--- config.mk ---
export PLATFORM = sky130hd
export DESIGN_NAME = prefixed_integer_literal_parser
export DESIGN_NICKNAME = d
export VERILOG_FILES = /design/src/design/pilp_pkg.sv /design/src/design/prefixed_integer_literal_parser.sv
export SDC_FILE = /design/constraint.sdc
export NUM_CORES = 1
export LEC_CHECK = 0
export BUFFER_PORTS_ARGS = -buffer_cell sky130_fd_sc_hd__buf_2
export CAP_MARGIN = 20
export CORE_ASPECT_RATIO = 0.8
export CORE_UTILIZATION = 50
export CTS_BUF_LIST = sky130_fd_sc_hd__clkbuf_8
export CTS_CLUSTER_DIAMETER = 30
export CTS_CLUSTER_SIZE = 25
export DETAILED_ROUTE_END_ITERATION = 10
export MAX_ROUTING_LAYER = met4
export PLACE_DENSITY = 0.76
export SLEW_MARGIN = 10
export SYNTH_ARGS = -nofsm -noshare
export SYNTH_HDL_FRONTEND = slang
export SYNTH_SLANG_ARGS = --single-unit
--- constraint.sdc ---
create_clock -name clock -period 4.75 [get_ports clock]
set_input_delay 0.475 -clock clock [delete_from_list [all_inputs] [get_ports clock]]
set_output_delay 0.475 -clock clock [all_outputs]
set_load 0.02 [all_outputs]
--- src/design/pilp_pkg.sv ---
// Package for the prefixed integer literal parser: parse phase type, result
// codes, character codes and default limit. No dependencies.
`default_nettype none

package pilp_pkg;

   // Largest value a constant may take before it saturates.
   localparam int unsigned VALUE_LIMIT_DEFAULT = 4095;

   localparam int unsigned CH_W    = 8;
   localparam int unsigned VALUE_W = 12;
   localparam int unsigned CODE_W  = 2;

   typedef enum logic [2:0] {
      PH_IDLE = 3'd0,
      PH_ZERO = 3'd1,
      PH_DEC  = 3'd2,
      PH_HEX  = 3'd3,
      PH_BIN  = 3'd4,
      PH_OCT  = 3'd5
   } phase_type;

   typedef enum logic [CODE_W-1:0] {
      ERR_OK         = 2'd0,
      ERR_BAD_PREFIX = 2'd1,
      ERR_DIGIT      = 2'd2,
      ERR_TOO_LARGE  = 2'd3
   } error_type;

   typedef enum logic [CODE_W-1:0] {
      RADIX_DEC = 2'd0,
      RADIX_HEX = 2'd1,
      RADIX_BIN = 2'd2,
      RADIX_OCT = 2'd3
   } radix_type;

   localparam logic [CH_W-1:0] CH_TAB   = 8'd9;
   localparam logic [CH_W-1:0] CH_CR    = 8'd13;
   localparam logic [CH_W-1:0] CH_SPACE = 8'd32;
   localparam logic [CH_W-1:0] CH_0     = 8'd48;
   localparam logic [CH_W-1:0] CH_1     = 8'd49;
   localparam logic [CH_W-1:0] CH_7     = 8'd55;
   localparam logic [CH_W-1:0] CH_9     = 8'd57;
   localparam logic [CH_W-1:0] CH_UC_A  = 8'd65;
   localparam logic [CH_W-1:0] CH_UC_F  = 8'd70;
   localparam logic [CH_W-1:0] CH_UC_Z  = 8'd90;
   localparam logic [CH_W-1:0] CH_LC_A  = 8'd97;
   localparam logic [CH_W-1:0] CH_LC_F  = 8'd102;
   localparam logic [CH_W-1:0] CH_LC_Z  = 8'd122;
   localparam logic [CH_W-1:0] CH_UC_B  = 8'd66;
   localparam logic [CH_W-1:0] CH_LC_B  = 8'd98;
   localparam logic [CH_W-1:0] CH_UC_O  = 8'd79;
   localparam logic [CH_W-1:0] CH_LC_O  = 8'd111;
   localparam logic [CH_W-1:0] CH_UC_X  = 8'd88;
   localparam logic [CH_W-1:0] CH_LC_X  = 8'd120;

endpackage : pilp_pkg

`default_nettype wire

--- src/design/prefixed_integer_literal_parser.sv ---
// Top level of the prefixed integer literal parser: character stream in,
// one result beat per constant out. Depends on pilp_pkg.
`default_nettype none

// The block reads an integer constant one character per beat on the req_
// channel, the first digit flagged by token_start. A leading zero followed by
// x, b or o (either case) selects hex, binary or octal; any other letter there
// is answered at once with a bad-prefix result. All other constants are
// decimal. A whitespace character or an end_of_input beat closes the constant
// and a single result beat follows on the rsp_ channel, carrying the value
// (saturated at VALUE_LIMIT and flagged too large above it), an error code and
// the radix. Invalid digits are skipped and reported as a digit error. A new
// token_start drops an unfinished constant silently. Every beat takes one
// clock: the character is decoded and folded into the running value (a shift,
// or a shift-add for decimal, and one compare against the limit) in the same
// cycle it is accepted, and the result sits in an output register in the cycle
// after the closing beat. req_tready falls only while a result waits in that
// register and rsp_tready is low, so with a ready sink the block takes a
// character on every clock.
module prefixed_integer_literal_parser #(
   parameter int unsigned VALUE_LIMIT = pilp_pkg::VALUE_LIMIT_DEFAULT
) (
   input  wire logic         clock,
   input  wire logic         reset,
   // Character stream.
   input  wire logic         req_tvalid,
   output logic              req_tready,
   input  wire logic [7:0]   req_tdata,   // [7:0] ch
   input  wire logic [1:0]   req_tuser,   // [0] token_start, [1] end_of_input
   // Results.
   output logic              rsp_tvalid,
   input  wire logic         rsp_tready,
   output logic [15:0]       rsp_tdata    // [11:0] literal_value,
                                          // [13:12] error_code, [15:14] radix_used
);
   import pilp_pkg::*;

   // The running value never exceeds the limit; one digit step can reach
   // sixteen times the limit plus fifteen.
   localparam int unsigned ACC_W = $clog2(VALUE_LIMIT + 1);
   localparam int unsigned SUM_W = ACC_W + 5;
   localparam logic [ACC_W-1:0] LIMIT_ACC = ACC_W'(VALUE_LIMIT);
   localparam logic [SUM_W-1:0] LIMIT_SUM = SUM_W'(VALUE_LIMIT);

   // Parse state.
   phase_type         phase_ff, phase_in;
   logic [ACC_W-1:0]  acc_ff, acc_in;
   logic              too_large_ff, too_large_in;
   logic              digit_err_ff, digit_err_in;
   logic              have_digit_ff, have_digit_in;

   // Output register.
   logic                rsp_valid_ff;
   logic [VALUE_W-1:0]  value_ff, value_in;
   error_type           err_ff, err_in;
   radix_type           radix_ff, radix_in;
   logic                emit;

   // Input beat decode.
   logic              accept;
   logic [CH_W-1:0]   ch;
   logic              start;
   logic              eoi;
   logic              is_space;
   logic              is_alpha;
   logic              term;
   logic              phase_live;

   // Digit step.
   phase_type         acc_phase;
   logic [ACC_W-1:0]  acc_base;
   logic              too_large_base;
   logic              digit_ok;
   logic [3:0]        digit;
   logic [SUM_W-1:0]  acc_wide;
   logic [SUM_W-1:0]  step_sum;
   logic              step_over;
   logic [ACC_W-1:0]  step_acc;

   // Closing result.
   radix_type         close_radix;
   logic [ACC_W-1:0]  close_value;
   logic [SUM_W-1:0]  close_wide;
   error_type         close_err;

   assign req_tready = !rsp_valid_ff || rsp_tready;
   assign accept     = req_tvalid && req_tready;
   assign ch         = req_tdata;
   assign start      = req_tuser[0];
   assign eoi        = req_tuser[1];

   assign is_space = (ch == CH_SPACE) || ((ch >= CH_TAB) && (ch <= CH_CR));
   assign is_alpha = ((ch >= CH_UC_A) && (ch <= CH_UC_Z)) ||
                     ((ch >= CH_LC_A) && (ch <= CH_LC_Z));
   assign term     = eoi || is_space;

   always_comb begin
      unique case (phase_ff)
         PH_ZERO, PH_DEC, PH_HEX, PH_BIN, PH_OCT: phase_live = 1'b1;
         default:                                 phase_live = 1'b0;
      endcase
   end

   // A new constant and the character after a leading zero both step in
   // decimal from the cleared state or the current state respectively.
   assign acc_phase      = (start || (phase_ff == PH_ZERO)) ? PH_DEC : phase_ff;
   assign acc_base       = start ? '0 : acc_ff;
   assign too_large_base = start ? 1'b0 : too_large_ff;

   always_comb begin
      digit_ok = 1'b0;
      digit    = ch[3:0];
      unique case (acc_phase)
         PH_HEX: begin
            if ((ch >= CH_0) && (ch <= CH_9)) begin
               digit_ok = 1'b1;
            end else if (((ch >= CH_UC_A) && (ch <= CH_UC_F)) ||
                         ((ch >= CH_LC_A) && (ch <= CH_LC_F))) begin
               digit_ok = 1'b1;
               digit    = ch[3:0] + 4'd9;
            end
         end
         PH_BIN: digit_ok = (ch == CH_0) || (ch == CH_1);
         PH_OCT: digit_ok = (ch >= CH_0) && (ch <= CH_7);
         default: digit_ok = (ch >= CH_0) && (ch <= CH_9);
      endcase
   end

   assign acc_wide = SUM_W'(acc_base);

   always_comb begin
      unique case (acc_phase)
         PH_HEX:  step_sum = (acc_wide << 4) + SUM_W'(digit);
         PH_BIN:  step_sum = (acc_wide << 1) + SUM_W'(digit);
         PH_OCT:  step_sum = (acc_wide << 3) + SUM_W'(digit);
         default: step_sum = (acc_wide << 3) + (acc_wide << 1) + SUM_W'(digit);
      endcase
   end

   assign step_over = step_sum > LIMIT_SUM;
   assign step_acc  = step_over ? LIMIT_ACC : step_sum[ACC_W-1:0];

   // Result for a closing beat: a prefix without digits outranks a skipped
   // digit, which outranks saturation; a saturated value is always shown.
   always_comb begin
      unique case (phase_ff)
         PH_HEX:  close_radix = RADIX_HEX;
         PH_BIN:  close_radix = RADIX_BIN;
         PH_OCT:  close_radix = RADIX_OCT;
         default: close_radix = RADIX_DEC;
      endcase
      close_value = acc_ff;
      close_err   = ERR_OK;
      priority if ((close_radix != RADIX_DEC) && !have_digit_ff) begin
         close_err   = ERR_DIGIT;
         close_value = '0;
      end else if (digit_err_ff) begin
         close_err = ERR_DIGIT;
      end else if (too_large_ff) begin
         close_err = ERR_TOO_LARGE;
      end
      if (too_large_ff) begin
         close_value = LIMIT_ACC;
      end
   end

   assign close_wide = SUM_W'(close_value);

   // Next parse state and result.
   always_comb begin
      phase_in      = phase_ff;
      acc_in        = acc_ff;
      too_large_in  = too_large_ff;
      digit_err_in  = digit_err_ff;
      have_digit_in = have_digit_ff;
      emit          = 1'b0;
      value_in      = '0;
      err_in        = ERR_DIGIT;
      radix_in      = RADIX_DEC;
      if (accept) begin
         if (start) begin
            acc_in        = '0;
            too_large_in  = 1'b0;
            digit_err_in  = 1'b0;
            have_digit_in = 1'b0;
            if (term) begin
               phase_in = PH_IDLE;
               emit     = 1'b1;
            end else if (ch == CH_0) begin
               phase_in = PH_ZERO;
            end else begin
               phase_in = PH_DEC;
               if (!digit_ok) begin
                  digit_err_in = 1'b1;
               end else begin
                  have_digit_in = 1'b1;
                  acc_in        = step_acc;
                  too_large_in  = step_over;
               end
            end
         end else if (!phase_live) begin
            phase_in = PH_IDLE;
         end else if (term) begin
            emit          = 1'b1;
            value_in      = close_wide[VALUE_W-1:0];
            err_in        = close_err;
            radix_in      = close_radix;
            phase_in      = PH_IDLE;
            acc_in        = '0;
            too_large_in  = 1'b0;
            digit_err_in  = 1'b0;
            have_digit_in = 1'b0;
         end else if ((phase_ff == PH_ZERO) && is_alpha) begin
            priority if ((ch == CH_LC_X) || (ch == CH_UC_X)) begin
               phase_in = PH_HEX;
            end else if ((ch == CH_LC_B) || (ch == CH_UC_B)) begin
               phase_in = PH_BIN;
            end else if ((ch == CH_LC_O) || (ch == CH_UC_O)) begin
               phase_in = PH_OCT;
            end else begin
               emit          = 1'b1;
               err_in        = ERR_BAD_PREFIX;
               phase_in      = PH_IDLE;
               acc_in        = '0;
               too_large_in  = 1'b0;
               digit_err_in  = 1'b0;
               have_digit_in = 1'b0;
            end
         end else begin
            phase_in = acc_phase;
            if (!digit_ok) begin
               digit_err_in = 1'b1;
            end else begin
               have_digit_in = 1'b1;
               if (!too_large_base) begin
                  acc_in       = step_acc;
                  too_large_in = step_over;
               end
            end
         end
      end
   end

   always_ff @(posedge clock) begin
      if (reset) begin
         phase_ff      <= PH_IDLE;
         acc_ff        <= '0;
         too_large_ff  <= 1'b0;
         digit_err_ff  <= 1'b0;
         have_digit_ff <= 1'b0;
         rsp_valid_ff  <= 1'b0;
      end else begin
         phase_ff      <= phase_in;
         acc_ff        <= acc_in;
         too_large_ff  <= too_large_in;
         digit_err_ff  <= digit_err_in;
         have_digit_ff <= have_digit_in;
         if (emit) begin
            rsp_valid_ff <= 1'b1;
         end else if (rsp_tready) begin
            rsp_valid_ff <= 1'b0;
         end
      end
   end

   always_ff @(posedge clock) begin
      if (emit) begin
         value_ff <= value_in;
         err_ff   <= err_in;
         radix_ff <= radix_in;
      end
   end

   assign rsp_tvalid = rsp_valid_ff;
   assign rsp_tdata  = {radix_ff, err_ff, value_ff};

   // A constant that starts with its own terminator is reported as a missing
   // digit on the very next cycle.
   a_empty_token : assert property (@(posedge clock) disable iff (reset)
      accept && start && term |=> rsp_tvalid && (err_ff == ERR_DIGIT))
      else $error("empty constant did not give a missing-digit result");

   // A stray character outside any constant produces nothing.
   a_idle_silent : assert property (@(posedge clock) disable iff (reset)
      accept && !start && !phase_live |=> !rsp_tvalid)
      else $error("result produced for a character outside a constant");

   // Saturation pins the running value at the limit.
   a_saturated : assert property (@(posedge clock) disable iff (reset)
      too_large_ff |-> (acc_ff == LIMIT_ACC))
      else $error("too-large flag set but running value is not the limit");

   // A bad prefix always reports zero in decimal.
   a_bad_prefix : assert property (@(posedge clock) disable iff (reset)
      accept && emit && (err_in == ERR_BAD_PREFIX) |=>
         (value_ff == '0) && (radix_ff == RADIX_DEC) && !phase_live)
      else $error("bad-prefix result carries a value or radix");

endmodule : prefixed_integer_literal_parser

`default_nettype wire
==> results of run 1 <==
cells in the final DEF, fill, tap and decap left out, types with 2 or more instances in the layout:
master / instances
a22oi_1: 6
o21ai_0: 23
nor3b_1: 5
xnor2_1: 20
o211ai_1: 3
nand3_1: 15
o31ai_1: 3
a211oi_1: 4
mux2_2: 2
and3_1: 2
nor2_1: 39
a32oi_1: 2
a21o_1: 9
a31oi_1: 3
nand2b_1: 7
fa_1: 3
ha_1: 31
o221ai_1: 2
or2_2: 5
buf_4: 14
nand2_1: 27
nor3_1: 12
nor4_1: 4
nand4_1: 4
clkbuf_8: 5
a21oi_1: 30
a222oi_1: 3
edfxtp_1: 16
dfxtp_1: 19
o21bai_1: 3
and2_1: 5
nor2b_1: 16
buf_2: 31
inv_1: 12
xor2_1: 7
a221o_1: 10
a211o_1: 3
nand3b_1: 2
cells by family after synthesis:
group / after synthesis / synth area share, %
and+or+nand+nor: 153 / 24.1
AOI/OAI and AO/OA: 120 / 25.1
buffers and inverters: 36 / 4.42
DFF: 35 / 25.3
adders and majority gates: 34 / 13.2
xor gates and xnor gates: 27 / 6.96
muxes: 3 / 0.957
final timing paths:
path / startpoint / to / slack (ns) / depth (start not counted)
max: req_tdata[1] / acc_ff[7] / 0.32 / 16
min: reset / phase_ff[0] / 0.45 / 2
max reg2reg: phase_ff[1] / acc_ff[7] / 0.58 / 14
min reg2reg: acc_ff[8] / acc_ff[8] / 0.52 / 1
cells in the mapped netlist (3+ instances only):
master,number
a222oi_1,3
o211ai_1,3
inv_1,10
o31ai_1,3
a21oi_1,30
o21bai_1,3
a22oi_1,6
a221o_1,10
o21ai_0,23
buf_1,3
a211oi_1,4
ha_1,31
dfxtp_1,19
nand2b_1,7
nor4_1,4
edfxtp_1,16
nand2_1,27
a211o_1,3
a21o_1,9
xnor2_1,20
and2_1,5
nand3_1,15
buf_2,3
nand4_1,4
clkbuf_1,17
fa_1,3
nor2b_1,16
nor3b_1,5
or2_2,5
a31oi_1,3
xor2_1,7
nor3_1,12
nor2_1,39
per-stage QoR:
stage          utilization [%]  area, sq um  power [uW]  instances
5_1_grt                   57.8         3740         623        520
3_5_place_dp              56.5         3660         405        512
3_3_place_gp              56.5         3660         403        512
4_1_cts                   57.7         3740         597        520
2_1_floorplan                -         3400         379        408
6_report                  57.8         3740         595        520
state kept, by name, summed over array words and instances, names as in the netlist:
name / cells
rsp_tvalid: 1
err_ff: 2
radix_ff: 2
have_digit_ff: 1
value_ff: 12
too_large_ff: 1
phase_ff: 3
digit_err_ff: 1
acc_ff: 12
power by group:
| group | total [uW] | leakage, uW | switching, uW | internal, uW |
|---|---|---|---|---|
| Sequential | 322 | 0.000301 | 2.45 | 319 |
| Clock | 195 | 0.0000505 | 96.7 | 98.4 |
| Combinational | 77.8 | 0.00124 | 48.2 | 29.6 |
metal layers:
layer	vias up	GRT usage [%]	part of all wire (%)
li1	1576	-	-
met1	1446	36.7	48
met2	171	33.2	40
met3	8	4.39	11
met4	0	6.67	1.1
met5	-	-	0
final cells by class:
| class | instances | area (sq um) | share of cell area, % |
|---|---|---|---|
| sequential | 35 | 861 | 23.0 |
| clock inverter | 3 | 12.5 | 0.334 |
| clock buffer | 5 | 68.8 | 1.84 |
| tap | 84 | 105 | 2.81 |
| inverter | 11 | 41.3 | 1.10 |
| timing repair buffer | 45 | 260 | 6.95 |
| multi-input combinational | 337 | 2400 | 64.0 |
==> qor.txt, run 1 <==
total core area: 6470 sq um
clock latency on the worst-skew pair: 0.28 ns
DRT Wirelength: 8300 um
leading area contributor after synthesis: edfxtp_1
syn nets: 456
worst hold path class: in2reg
Worst Path Arrival: 4.59 ns
GRT Total Usage: 24.6%
Peak VDD IR: 0.0000764 V
Hold Slack: 0.449 ns
TritonCTS clock tree: built
Achievable Freq: 226 MHz
Final Wtd Congestion: 0.940
Most used DFF post-synth: dfxtp_1
max-slew violation total from the final report: 0
cell family with most CP delay: compound AO/OA/AOI/OAI gates
status: finished, final reports clean
Mapped Cells: 408
# fillers: 594
clk_skew: 0.00632 ns
Worst setup SP type: input port
crit path kind: in2reg
Row Count: 26
nets: 483
I/O Buffers: 31
final hold viol count: 0
main area contributors after synthesis: edfxtp_1, ha_1, dfxtp_1
htree depth: 2
CP Cell Sequence: buf_2 > inv_1 > ha_1 > or4b_4 > nand3b_4 > nor4_4 > or2_2 > fa_1 > fa_1 > a211oi_1 > o21ai_0 > a41oi_1 > xnor2_1 > a221oi_1 > a21boi_4 > a221o_1
Ys Warns: 0
Lkg Pwr: 0.00159 uW
Clock Tree Buf Depth: 2
Starting Density: 52.5%
Post-Syn Area per Cell: 8.33 sq um
pin count of the biggest net entering global routing: 26
delay of the slowest critical-path stage: 0.49 ns
CTS Sinks: 35
pwr dens: 159 nW/um^2
setup bufs post-CTS: 0
slew margin rel.: 42.4%
Hold Buf Count CTS: 0
Worst Path Buf+Inv: 2
Final Setup Violations: 0
Routed Antenna Nets: 0
fin worst setup slack: 0.321 ns
Worst-Margin Slew: 0.855 ns
total gr overflow: 0
CP Max Fanout: 13
Synth top area share: 14.1%
number of synthesized register bits: 35
drc violations: 0
Detailed Route Iter0 Violations: 425
final setup TNS: 0 ns
Post-synth EDFFs: 16
Root Driver: clkbuf_8
IO Pins: 32
Num CTS Buffers: 5
Die Y: 75.8 um
post_cts resized: 0
Setup Slack @ Placement: -0.0195 ns
Mapped Area: 3400 sq um
detailed-route vias per instance: 6.16
Diodes inserted: 0
Worst EP required: 4.91 ns
wire per inst: 16.0 um
layout cells sized above 1: 15.6%
share of flip-flops with an asynchronous set or reset: 0%
Post-DP HPWL: 6380 um
MaxCap Viol Count: 0
total die area: 7130 sq um
vias in the first global route: 2,673
DR pass1 iterations: 5
P&R area growth vs syn: 10.2%
cell mode on critical path: fa_1
Vias: 3,201
element type at the critical path end: flop
first-pass GRT wire length: 13,100 um
Seq/Total Area, Yosys: 25.3%
Crit-path slowest cell: fa_1
Yosys cell types: 68
final cycle utilization of the critical path: 93.2%
die extent in x: 94.2 um
RSZ-0062 raised after global routing: no
initial antenna violation count: 0
Clock Pin Slew Worst Setup and Hold Paths: 0.07 ns
fin crit period: 4.43 ns
No activity file was read; power rests on OpenSTA's default activity.
==> run 2: changes to the inputs <==
Settings changed: CTS_BUF_LIST sky130_fd_sc_hd__clkbuf_8 to not set.
==> run 2 against run 1 <==
- combinational power is essentially flat
- clock power rose by 2%
- flip-flop and latch count is the same
- worst hold slack better by 0.0014 ns
- total power grew 0.63%
- count of clock-buffer cells in the layout grew 2
==> qor.txt, run 2 (synthesis gave the netlist of run 1 again) <==
largest registers: acc_ff x12, value_ff x12, phase_ff x3
detailed-route vias per instance: 6.18
hold path startpoint: reset
Starting Density: 52.5%
setup bufs post-CTS: 0
total core area: 6470 sq um
IO Pins: 32
final setup TNS: 0 ns
Routed Antenna Nets: 0
final hold viol count: 0
most frequent cells in the layout: nor2_1, ha_1, buf_2
total die area: 7130 sq um
Final Wtd Congestion: 0.940
Detailed Route Iter0 Violations: 425
Worst EP required: 4.91 ns
P&R area growth vs syn: 10.2%
total gr overflow: 0
Worst Path Arrival: 4.59 ns
DRT Wirelength: 8310 um
pwr dens: 160 nW/um^2
Diodes inserted: 0
RSZ-0062 raised after global routing: no
fin crit period: 4.43 ns
die extent in x: 94.2 um
nets: 483
max-slew violation total from the final report: 0
pin count of the biggest net entering global routing: 26
Clock Pin Slew Worst Setup and Hold Paths: 0.07 ns
htree depth: 2
Final Setup Violations: 0
Root Driver: clkbuf_8
Worst setup startpoint: req_tdata[1]
TritonCTS clock tree: built
final cycle utilization of the critical path: 93.3%
Hold Buf Count CTS: 0
Row Count: 26
GRT Total Usage: 24.6%
fin worst setup slack: 0.319 ns
CP Max Fanout: 13
slew margin rel.: 41.8%
crit path kind: in2reg
Achievable Freq: 226 MHz
clk_skew: 0.00645 ns
fin cells: 520
status: finished, final reports clean
Peak VDD IR: 0.0000761 V
CTS Sinks: 35
layout cells sized above 1: 15.6%
launch point of the worst reg-to-reg path: phase_ff[1]
post_cts resized: 0
Hold Slack: 0.450 ns
drc violations: 0
commonest non-fill, non-tap cell in the layout: nor2_1
dpl cells: 512
element type at the critical path end: flop
Setup Slack @ Placement: -0.0195 ns
I/O Buffers: 31
Clock Tree Buf Depth: 2
Num CTS Buffers: 5
initial antenna violation count: 0
Vias: 3,213
Lkg Pwr: 0.00158 uW
MaxCap Viol Count: 0
vias in the first global route: 2,673
Worst setup SP type: input port
Die Y: 75.8 um
clock latency on the worst-skew pair: 0.28 ns
first-pass GRT wire length: 13,100 um
DR pass1 iterations: 5
wire per inst: 16.0 um
total chip power: 598 uW
Worst-Margin Slew: 0.864 ns
worst hold path class: in2reg
Post-DP HPWL: 6380 um
-- run 2: per-layer routing --
layer,wire length [um],global-route usage [%],up-vias
li1,-,-,1577
met1,4000,36.7,1453
met2,3330,33.2,175
met3,890,4.39,8
met4,88,6.67,0
met5,0,-,-
-- run 2: per-stage QoR --
stage | area [sq um] | util [%]
2_1_floorplan | 3400 | -
3_3_place_gp | 3660 | 56.5
3_5_place_dp | 3660 | 56.5
4_1_cts | 3740 | 57.7
5_1_grt | 3740 | 57.8
6_report | 3740 | 57.8
-- run 2: worst paths after layout --
check,endpoint,slack (ns),cells past startpoint
max reg2reg,acc_ff[7],0.57,14
max,acc_ff[7],0.32,16
min reg2reg,acc_ff[8],0.52,1
min,phase_ff[0],0.45,2
-- run 2: where the power goes --
group	internal, uW	total [uW]	switching, uW	leakage [uW]
clock	103	199	96.3	0.0000422
combinational	29.6	77.6	48.0	0.00124
sequential	319	322	2.45	0.000301
total	452	598	147	0.00158
-- run 2: final cells by class --
type / instances / area, sq um
Sequential cell: 35 / 861
Timing Repair Buffer: 45 / 260
Inverter: 11 / 41.3
Multi-Input combinational cell: 337 / 2400
Fill cell: 594 / 2730
Tap cell: 84 / 105
Clock inverter: 1 / 5.00
Clock buffer: 7 / 76.3
-- run 2: critical path, cell delays in order --
cell,delay [ns]
buf_2,0.10
inv_1,0.13
ha_1,0.19
or4b_4,0.48
nand3b_4,0.11
nor4_4,0.06
or2_2,0.29
fa_1,0.49
fa_1,0.46
a211oi_1,0.29
o21ai_0,0.21
a41oi_1,0.30
xnor2_1,0.12
a221oi_1,0.39
a21boi_4,0.18
a221o_1,0.30
